===== src/hdl/orlb_pkg.sv =====
// Shared types and constants of the overwrite ring log buffer.
package orlb_pkg;

    // Number of byte entries in the log store.
    localparam int BUF_DEPTH = 4096;

    // Store position width, derived from the depth.
    localparam int PTR_W = $clog2(BUF_DEPTH);

    // Width that holds a contiguous run (up to BUF_DEPTH) and a block limit.
    localparam int CNT_W = (PTR_W + 1 > 8) ? PTR_W + 1 : 8;

    // Fixed field widths of the ports.
    localparam int OP_W   = 2;
    localparam int BYTE_W = 8;
    localparam int POS_W  = 12;
    localparam int LEN_W  = 8;
    localparam int CFG_IDX_W = 2;

    localparam logic [LEN_W-1:0] BLOCK_LIMIT_RESET = 8'd80;

    // Configuration register indexes.
    localparam logic [CFG_IDX_W-1:0] CFG_LINK_OPEN   = 2'd0;
    localparam logic [CFG_IDX_W-1:0] CFG_BLOCK_LIMIT = 2'd1;

    typedef logic [PTR_W-1:0] t_ptr;

    typedef enum logic [OP_W-1:0] {
        OP_WRITE = 2'd0,
        OP_SEND  = 2'd1,
        OP_READ  = 2'd2,
        OP_NONE  = 2'd3
    } t_op;

    // Access to the byte store issued with an accepted transaction.
    typedef struct packed {
        logic              we;
        t_ptr              waddr;
        logic [BYTE_W-1:0] wdata;
        logic              re;
        t_ptr              raddr;
    } t_mem_req;

    // Result of one transaction, apart from the stored byte itself.
    typedef struct packed {
        logic              block_valid;
        logic [POS_W-1:0]  block_start;
        logic [LEN_W-1:0]  block_len;
        logic              dropped_oldest;
        logic              rd_sel;
        logic [POS_W-1:0]  fill_level;
    } t_result;

endpackage


===== src/hdl/orlb_ctrl.sv =====
// Pointer and configuration logic of the log buffer; issues store accesses.
module orlb_ctrl (
    input  logic                              i_clk,
    input  logic                              i_rst_n,
    input  logic                              i_accept,
    input  logic [orlb_pkg::OP_W-1:0]         i_op,
    input  logic [orlb_pkg::BYTE_W-1:0]       i_data_byte,
    input  logic                              i_link_accepts,
    input  logic [orlb_pkg::POS_W-1:0]        i_read_index,
    input  logic                              i_cfg_we,
    input  logic [orlb_pkg::CFG_IDX_W-1:0]    i_cfg_index,
    input  logic [orlb_pkg::BYTE_W-1:0]       i_cfg_data,
    output orlb_pkg::t_result                 o_res,
    output orlb_pkg::t_mem_req                o_req
);
    import orlb_pkg::*;

    localparam int SUM_W = CNT_W + 1;

    // Move a position forward by at most one wrap of the store.
    function automatic t_ptr advance(input t_ptr pos, input logic [LEN_W-1:0] by);
        logic [SUM_W-1:0] sum;
        sum = SUM_W'(pos) + SUM_W'(by);
        if (sum >= SUM_W'(BUF_DEPTH)) begin
            sum = sum - SUM_W'(BUF_DEPTH);
        end
        return sum[PTR_W-1:0];
    endfunction

    t_ptr              r_read_pos, n_read_pos;
    t_ptr              r_write_pos, n_write_pos;
    logic              r_link_open;
    logic [LEN_W-1:0]  r_block_limit;

    t_ptr              fill_cur;
    t_ptr              fill_after;
    logic              full;
    logic [CNT_W-1:0]  contig;
    logic [LEN_W-1:0]  lim;
    logic [LEN_W-1:0]  blen;
    logic              ridx_ok;
    t_op               op;

    assign op = t_op'(i_op);

    assign fill_cur = (r_write_pos >= r_read_pos) ? (r_write_pos - r_read_pos)
                    : (PTR_W'(BUF_DEPTH) - r_read_pos + r_write_pos);
    assign full = (fill_cur == PTR_W'(BUF_DEPTH - 1));

    // The contiguous run ends at the write position or at the end of the store.
    assign contig = (r_write_pos > r_read_pos) ? CNT_W'(r_write_pos - r_read_pos)
                  : (CNT_W'(BUF_DEPTH) - CNT_W'(r_read_pos));
    assign lim  = (r_block_limit == '0) ? LEN_W'(1) : r_block_limit;
    assign blen = (contig < CNT_W'(lim)) ? contig[LEN_W-1:0] : lim;

    assign ridx_ok = ((POS_W + 1)'(i_read_index) < (POS_W + 1)'(BUF_DEPTH));

    always_comb begin
        n_read_pos  = r_read_pos;
        n_write_pos = r_write_pos;
        fill_after  = fill_cur;
        o_res       = '0;
        o_req       = '0;
        o_req.waddr = r_write_pos;
        o_req.wdata = i_data_byte;
        o_req.raddr = i_read_index[PTR_W-1:0];
        unique case (op)
            OP_WRITE: begin
                o_req.we    = i_accept;
                n_write_pos = advance(r_write_pos, LEN_W'(1));
                if (full) begin
                    n_read_pos           = advance(r_read_pos, LEN_W'(1));
                    o_res.dropped_oldest = 1'b1;
                end else begin
                    fill_after = fill_cur + PTR_W'(1);
                end
            end
            OP_SEND: begin
                if (r_link_open && (fill_cur != '0)) begin
                    o_res.block_valid = 1'b1;
                    o_res.block_start = POS_W'(r_read_pos);
                    o_res.block_len   = blen;
                    if (i_link_accepts) begin
                        n_read_pos = advance(r_read_pos, blen);
                        fill_after = fill_cur - PTR_W'(blen);
                    end
                end
            end
            OP_READ: begin
                o_req.re     = i_accept && ridx_ok;
                o_res.rd_sel = ridx_ok;
            end
            OP_NONE: begin
            end
            default: begin
            end
        endcase
        o_res.fill_level = POS_W'(fill_after);
    end

    always_ff @(posedge i_clk) begin
        if (!i_rst_n) begin
            r_read_pos    <= '0;
            r_write_pos   <= '0;
            r_link_open   <= 1'b0;
            r_block_limit <= BLOCK_LIMIT_RESET;
        end else begin
            if (i_accept) begin
                r_read_pos  <= n_read_pos;
                r_write_pos <= n_write_pos;
            end
            if (i_cfg_we) begin
                if (i_cfg_index == CFG_LINK_OPEN) begin
                    r_link_open <= i_cfg_data[0];
                end else if (i_cfg_index == CFG_BLOCK_LIMIT) begin
                    r_block_limit <= i_cfg_data;
                end
            end
        end
    end

endmodule

===== config.mk =====
export PLATFORM = sky130hd
export DESIGN_NAME = orlb_ctrl
export DESIGN_NICKNAME = d
export VERILOG_FILES = /design/src/hdl/orlb_pkg.sv /design/src/hdl/orlb_ctrl.sv
export SDC_FILE = /design/constraint.sdc
export NUM_CORES = 1
export LEC_CHECK = 0
export BUFFER_PORTS_ARGS = -buffer_cell sky130_fd_sc_hd__buf_2
export CAP_MARGIN = 20
export CORE_ASPECT_RATIO = 1.1
export CORE_MARGIN = 1.5
export CORE_UTILIZATION = 30
export CTS_CLUSTER_DIAMETER = 50
export DETAILED_ROUTE_END_ITERATION = 10
export GPL_TIMING_DRIVEN = 1
export SYNTH_ARGS = -nofsm -noshare
export SYNTH_HDL_FRONTEND = slang
export SYNTH_SLANG_ARGS = --single-unit

===== constraint.sdc =====
create_clock -name i_clk -period 7.65 [get_ports i_clk]
set_clock_uncertainty 0.2 [all_clocks]
set_input_delay 1.1475 -clock i_clk [delete_from_list [all_inputs] [get_ports i_clk]]
set_output_delay 1.1475 -clock i_clk [all_outputs]
set_load 0.01 [all_outputs]

======== Yosys cells after proc, flatten, opt, wreduce, memory -nomap -nowiden ========
Cells that the tools add are included.
word-level totals
  bits in registers ....................... 33
  input port bits ......................... 37
  logic and storage cells ................. 63
cells by class
  $add $sub $neg .......................... 13
  $lt $le $gt $ge ......................... 6
  equal/unequal tests ..................... 7
  multiplexer cells ....................... 22
  bitwise operators ....................... 1
  reduce and logical (&&, ||, !) cells .... 10
operator list
  operator                number
  $mux 12                 10
  $pmux 12 s2             2
  $mux 21                 2
  $ge 13x13->1 const B    3
  $sub 12x1->12 const B   3
  $add 12x1->13 const B   2
  $mux 8                  2
  $add 12x8->13           1
  $lt 13x8->1             1
  $mux 13                 1
  $sub 12x12->13          1
  $sub 13x12->13 const A  1
  $add 12x1->12 const B   1
  $add 12x12->12          1
  $eq 12x12->1 const B    1
  $ge 12x12->1            1
  $gt 12x12->1            1
  $reduce_bool 12->1      1
  $sub 1x12->12 const A   1
  $sub 12x12->12          1
  $sub 12x8->12           1
  $logic_not 8->1         1
  $ne 2x2->1 const B      3
  $mux 1                  5
  other kinds (9)         12

======== Logic depth before layout (Yosys ltp) ========
  depth after elaboration ................. 10
  gate-level depth with buffers ........... 31
  mapped depth without buffers ............ 30

======== Least setup slack after synthesis ========
Ideal clock, no wire load.
  path kind ............................... register to output
  start point ............................. register r_read_pos[1]
  end point ............................... output port o_res[9] (netlist name)
  data arrival time ....................... 5.988 ns
  required time ........................... 6.303 ns
  slack ................................... 0.315 ns
  cell stages (with the launch flop) ...... 28
  buffers on the path ..................... 1
  cell sequence ........................... dfxtp_1 inv_1 ha_1 nor2b_1 o21ai_1 a21o_1 nand3_1 nand2_1 clkbuf_1 nand2_1 o21ai_0 ha_1 a2111oi_0 nand2_1 or2_2 a221oi_1 o32ai_2 mux2i_1 ha_1 nor2b_1 o21a_1 o21ai_0 a21oi_1 o31a_1 nor3_1 nand2_1 mux2_1 a221oi_1
RTL lines
  what                      line              source
  start: declaration        orlb_ctrl.sv:30   t_ptr r_read_pos, n_read_pos;
  start signal: assignment  orlb_ctrl.sv:109  r_read_pos <= n_read_pos;
  end: declaration          orlb_ctrl.sv:13   output orlb_pkg::t_result o_res,

==> impl_metrics.py <==
metrics = {
    "status": {
        "outcome": "finished clean",
    },
    "timing": {
        "finalHoldViolCount": 0,
        "period_share_pct": 97.9,
        "slew_headroom_pct": 36.1,
        "max_freq_mhz": 133,
        "fin_setup_tns_ns": 0,
        "finalSetupViolCount": 0,
        "worst_pin_slew_ns": 0.934,
        "maxSlewViolCount": 0,
        "period_needed_ns": 7.49,
    },
    "hold_path": {
        "min_path_type": "reg -> reg",
    },
    "worst_setup_path": {
        "cpMaxStageDelayCell": "fa_2",
        "start_kind": "register",
        "slowest_delay_ns": 0.39,
        "worst-endpoint-arrival_ns": 6.14,
        "worst-path-max-fanout": 4,
        "criticalPathCategory": "reg -> out",
        "end_kind": "output port",
        "crit_required_ns": 6.30,
    },
    "power": {
        "leakagePower_uw": 0.00253,
        "vdd.ir_drop.worst_uv": 80.5,
        "power.density_mw_per_mm2": 89.3,
    },
    "detailed_routing": {
        "vias_per_cell": 5.36,
        "ant_nets": 0,
        "dr_total_vias": 4438,
        "drcViolationCount": 0,
        "drtPass1Iterations": 6,
        "routed_wl_um": 13400,
        "detail_route.wl_per_cell_um": 16.2,
        "drt_iter0_markers": 339,
    },
    "floorplanning": {
        "initial_core_util_pct": 30.9,
        "io_pins": 106,
        "die_h_um": 126,
        "die_area_sq_mm": 0.0145,
        "std_cell_rows": 44,
        "coreArea_sq_mm": 0.0133,
        "die_w_um": 115,
    },
    "placement": {
        "hpwl_um": 10500,
        "place_inst": 808,
        "io_buffers": 65,
        "gp_congestion": 0.929,
    },
    "global_route": {
        "grtUsageTotal_pct": 18.0,
        "grt_pass1_wl_um": 21000,
        "first_global_vias": 4211,
        "grt_max_degree": 31,
        "overflow": 0,
        "grt_antenna_before_repair": 0,
    },
    "logic_synthesis": {
        "netlist_area_sq_mm": 0.00412,
        "synth_top_family_by_area": "simple AND/OR/NAND/NOR gates",
        "ys_seq_area_share_pct": 16.0,
        "synthMuxAreaShare_pct": 7.86,
        "synth-main-ff-cell": "dfxtp_1",
        "syn_nets": 641,
        "synthSimpleGateAreaFrac_pct": 26.3,
        "synth_compound_area_share_pct": 21.8,
        "ys.warnings.count": 0,
        "synthCells": 562,
        "async_reset_ff_share_pct": 0,
        "synth_area_per_cell_sq_um": 7.34,
        "synth_seq_cells": 33,
        "synth-xor-area-share_pct": 5.74,
        "yosysUniqueCellTypes": 68,
        "synth_enable_flop_cells": 0,
        "synth_fa_ha_area_share_pct": 13.3,
    },
    "cells_and_area": {
        "ff_latch_area_sq_um": 669,
        "final_common_cell": "nor2_1",
        "final_nets": 724,
        "final_cells": 828,
        "fillCellCount": 1420,
        "layout_common_cells": "81 x nor2_1, 65 x buf_2, 47 x buf_4",
        "drive_above_1_share_pct": 26.4,
        "antenna_cells": 0,
        "multi_input_area_sq_mm": 0.00328,
        "syn_to_final_growth_pct": 24.7,
    },
    "cts": {
        "worstSkewPairLatency_ns": 0.28,
        "cts_tree": "built",
        "cts-buffers-inserted": 5,
        "cts_sinks": 33,
        "h-tree-depth": 2,
        "clkTransAtPathRegs_ns": 0.05,
        "clock_tree.root_cell": "clkbuf_16",
        "cts_buffer_depth": 2,
    },
    "flow_run": {
        "cap_violations": 0,
    },
}
[area by class of cell]
cell class,count,share of cell area (%)
Clock buffer,5,2.43
Clock inverter,1,0.0973
Inverter,40,2.92
Multi-Input combinational cell,453,63.9
Sequential cell,33,13.0
Tap cell,184,4.48
Timing Repair Buffer,112,13.2
[where the power goes]
group	internal, uW	total (uW)	switching [uW]
Sequential	174	176	2.03
Combinational	39.9	96.7	56.7
Clock	116	186	70.3
Total	330	459	129
[metrics by stage]
stage                     setup WS, ns  cell area, sq um  power [uW]  utilization, %  hold WS, ns
after floorplan                  0.315              4120         245               -        0.264
after global placement           0.116              4710         262            35.4        0.292
after detailed placement       -0.0808              4710         264            35.4        0.305
after CTS                       0.0260              4890         451            36.7        0.317
after global routing           -0.0784              5140         481            38.6        0.360
final                            0.158              5140         459            38.6        0.305
[worst max-delay path, delay by kind of cell, from the launching register on]
| kind | cells | cell delay (ns) |
|---|---|---|
| mux | 2 | 0.69 |
| buf+inv | 4 | 0.34 |
| fa+ha+maj | 4 | 1.06 |
| simple gates | 5 | 0.72 |
| compound gates | 12 | 2.72 |
| flops | 1 | 0.32 |
[logic make-up after synthesis]
group,count (synthesis)
buf+inv,77
fa+ha+maj,42
mux,32
flops,33
xor+xnor,27
compound gates,131
simple gates,220
[synthesized netlist by cell type, types with 3 or more instances]
master / n / share of area (%)
o21a_1: 6 / 1.1
a211oi_1: 4 / 0.73
clkbuf_1: 12 / 1.1
nand3b_1: 3 / 0.55
dfxtp_1: 33 / 16
inv_1: 38 / 3.5
a21o_1: 12 / 2.2
a221oi_1: 5 / 1.1
a21oi_1: 34 / 4.1
nand2b_1: 5 / 0.76
nor2_1: 81 / 7.4
nand4_1: 7 / 1.1
ha_1: 39 / 12
buf_4: 20 / 3.6
and3_1: 7 / 1.1
o21ai_0: 22 / 2.7
o21ai_1: 4 / 0.49
nor2b_1: 6 / 0.91
nor4_1: 8 / 1.2
o211ai_1: 7 / 1.3
mux2i_1: 29 / 7.0
fa_1: 3 / 1.5
buf_2: 5 / 0.61
or2_2: 3 / 0.46
nor3_1: 15 / 1.8
nand3_1: 19 / 2.3
a31oi_1: 6 / 0.91
nand2_1: 46 / 4.2
xnor2_1: 13 / 2.8
xor2_1: 14 / 3.0
or3_1: 6 / 0.91
[path summary, 6_finish.rpt]
kind,to,slack [ns],start,depth (start not counted)
worst min register to register,r_block_limit[0]$_SDFFE_PN0P_,0.30,r_block_limit[0]$_SDFFE_PN0P_,2
worst min-delay path,r_block_limit[0]$_SDFFE_PN0P_,0.30,r_block_limit[0]$_SDFFE_PN0P_,2
worst max-delay path,o_res[9],0.16,r_write_pos[0]$_SDFFE_PN0P_,27
worst max register to register,r_read_pos[11]$_SDFFE_PN0P_,1.45,r_write_pos[0]$_SDFFE_PN0P_,27
[metal layers]
metal	GRT usage [%]	wire, um	vias up
met1	24.5	6050	2128
met5	0	0	-
met4	4.50	239	0
met2	30.5	6490	129
li1	-	-	2162
met3	1.92	670	19
[timing repair]
action	in CTS	in global routing
resized for setup	11	44
endpoints found under the setup margin	5	6
gates cloned	0	1
hold buffers	0	0
setup buffers	2	10
hold endpoints to repair	0	0
pin swaps	2	24
[registers in the layout, summed over array words and instances, names as in the netlist]
register / cells
r_block_limit: 8
r_write_pos: 12
r_read_pos: 12
r_link_open: 1
Note: power is estimated with default switching activity, not from simulation.
